### src/design/scc_ram.sv
// ----------------------------------------------------------------------------
// SCC RAM
// Generic simple dual-port RAM, one write and one registered read port.
// ----------------------------------------------------------------------------
`default_nettype none
module scc_ram #(
	parameter int WIDTH = 8,
	parameter int DEPTH = 64
) (
	input  wire logic                     clk,
	input  wire logic                     we,
	input  wire logic [$clog2(DEPTH)-1:0] waddr,
	input  wire logic [WIDTH-1:0]         wdata,
	input  wire logic [$clog2(DEPTH)-1:0] raddr,
	output logic      [WIDTH-1:0]         rdata
);
	logic [WIDTH-1:0] mem_q [DEPTH];

	always_ff @(posedge clk) begin
		if (we) begin
			mem_q[waddr] <= wdata;
		end
		rdata <= mem_q[raddr];
	end
endmodule
`default_nettype wire

### config.mk
export PLATFORM = sky130hd
export DESIGN_NAME = scc_ram
export DESIGN_NICKNAME = d
export VERILOG_FILES = /design/src/design/scc_ram.sv
export SDC_FILE = /design/constraint.sdc
export NUM_CORES = 1
export LEC_CHECK = 0
export ABC_AREA = 1
export BUFFER_PORTS_ARGS = -buffer_cell sky130_fd_sc_hd__buf_2
export CORE_MARGIN = 4
export CORE_UTILIZATION = 57
export DETAILED_ROUTE_END_ITERATION = 10
export MAX_ROUTING_LAYER = met4
export PLACE_DENSITY = 0.76
export SETUP_SLACK_MARGIN = 0.05
export SLEW_MARGIN = 20
export SYNTH_ARGS = -nofsm -noshare
export SYNTH_HDL_FRONTEND = slang
export SYNTH_SLANG_ARGS = --single-unit
### constraint.sdc
create_clock -name clk -period 2.2 [get_ports clk]
set_input_delay 0.44 -clock clk [delete_from_list [all_inputs] [get_ports clk]]
set_output_delay 0.44 -clock clk [all_outputs]
set_load 0.005 [all_outputs]
==> metrics <==
Final setup violation count 0; top-area cell type share of the netlist area 72.0%; routability congestion estimate approximately 0.9; metal3 WL between 5 and 6 mm; gr ovfl total 0; # nets final 1913; row cnt 70; Req. time, crit path 1.76 ns; Final Power slightly above 20 mW; Area contributors post-synth edfxtp_1 72%, nand2_1 11%, nand3_1 10%, buf_6 1.8%, nor2_1 0.99%; CTS clk-pin slew, worst paths 0.06 ns; Final Hold Viols 0; Highest Signal Layer met4; critical path endpoint category output port; fin. max-slew vios 0; DIE WIDTH 201 um; Lkg Pwr between 8 and 9 nW; drt first pass iters 5; Layout Skew approximately 0.033 ns; Avg WL per Cell ~22 um; setup repair bufs after CTS 0; CTS tree built; Worst slew margin 47.4%; WL met2 25.2 mm; Mapped Area 0.0213 mm^2; GRT Total Usage 26.3%; Critical Path AT 1.17 ns; synth warn 0; vias approximately 14000; fin area 0.0240 mm^2; core area about 0.037 mm^2; mean post-synth cell area 11.8 um^2; Clock Latency Late Sink 0.61 ns; crit path buf inv count 1; Hold Path Class input port to flop; IO buf count 29; slew at the pin with the worst max-slew slack 0.789 ns; post-CTS resize count 0; CP startpoint kind flop; DR iter-0 viols 1630; pin count of the biggest net entering global routing 65; top cell type by total area after synthesis edfxtp_1; post-synth cell types 16; die footprint 0.0406 mm^2; M1 WL 19.9 mm; DRT antenna net count 0; outcome finished clean; share of layout cells above drive strength 1 roughly 11%; peak supply drop 699 uV; pwr dens 851 mW/mm^2; register area share after synthesis 72.8%; Fill cells 2598; Layout area overhead 12.4%; Final TNS setup 0 ns; via/cell ratio 5.97; CTS buffer count 51; Yosys reg bits 520; CP cell instances buf_2; post-DP HPWL 30.6 mm; vias in the first global route ~14000; top cells by count, synth 648 x nand2_1, 512 x edfxtp_1, 439 x nand3_1; fin crit period between 1.5 and 2 ns; post-place instance area 0.0225 mm^2; Final period util 73.0%; CP max stage cell dfxtp_1; drt total wl between 50 and 60 mm; unrepaired setup endpoints after global routing no; max incr delay on CP ~0.41 ns; CP Max Fanout 1; CP delay by family, top flip-flops; Syn Nets 1827; first-pass GRT wire length between 80 and 90 mm; Post-synth top flop edfxtp_1; number of synthesized flops with an enable pin 512; DR DRC count 0; DIE HEIGHT roughly 200 um; CTS H-tree lvls 2; CTS Buffer Depth 3; CTS root buffer clkbuf_16; ys async rst share 0%; max-cap violations 0; antenna violations before repair 1; top-count cell post-synth nand2_1; clock sink count 520; Post-Synthesis Cells approximately 1800; worst setup path class flop to output port; Hold Buf Count CTS 0; num ports 30; Initial Util between 50% and 60%; fmax 0.622 GHz
## report_power, final
part / total (mW) / switching [mW] / internal, mW
clock network: 8.06 / 3.58 / 4.48
registers: 11.0 / 0.0377 / 11.0
logic: 1.35 / 0.962 / 0.385
## per-stage QoR
step	instances	hold slack (ns)	util [%]	setup WS (ns)
final	2402	0.267	65.2	0.593
after global routing	2402	0.277	65.2	0.565
after CTS	2401	0.231	65.2	0.552
after detailed placement	2306	0.793	61.0	0.162
after global placement	2306	0.790	61.0	0.184
after floorplan	1805	0.539	-	-0.00612
## cells in the final DEF, fill, tap and decap left out, types with 2 or more instances in the layout
cell       instances
buf_12            24
buf_4             94
clkinv_1          12
nand4_1            9
inv_6              2
dfxtp_1            8
clkinv_2           6
nand2_1          648
nor4_1             8
buf_2             27
clkbuf_16         51
edfxtp_1         512
nand3_1          439
inv_1              9
clkbuf_1          20
clkbuf_8           2
nor2_1            56
## cell families (layout without fill, tap and decap cells)
logic type	Yosys count	count (layout)	share of synthesized area, %
other cells	0	1	0
flops	520	520	72.8
simple gates	1160	1160	23.2
buf+inv	125	253	4.02
## layer usage
layer | GRT usage [%] | vias to the layer above
li1 | - | 6525
met4 | 10.2 | 0
met5 | - | -
met2 | 41.8 | 772
met3 | 4.83 | 129
met1 | 34.1 | 6902
## state kept, by name (all words and copies together) (netlist names)
name and count:
mem_q 512, rdata 8
## area by class of cell
class | count | area (um^2) | share of cell area (%)
Timing Repair Buffer | 146 | 1330 | 5.55
Inverter | 12 | 52.6 | 0.219
Multi-Input combinational cell | 1160 | 4950 | 20.6
Sequential cell | 520 | 15500 | 64.7
Clock inverter | 22 | 160 | 0.668
Tap cell | 468 | 586 | 2.44
Clock buffer | 73 | 1380 | 5.75
Antenna cell | 1 | 2.50 | 0.0104
## final timing paths
kind                start  endpoint  slack (ns)  depth (start not counted)
min reg2reg  mem_q[48][0]  rdata[0]        0.78                          8
max reg2reg  mem_q[61][5]  rdata[5]        0.89                          8
max              rdata[3]  rdata[3]        0.59                          1
min              raddr[5]  rdata[0]        0.27                          3
(Power assumes the default switching activity.)
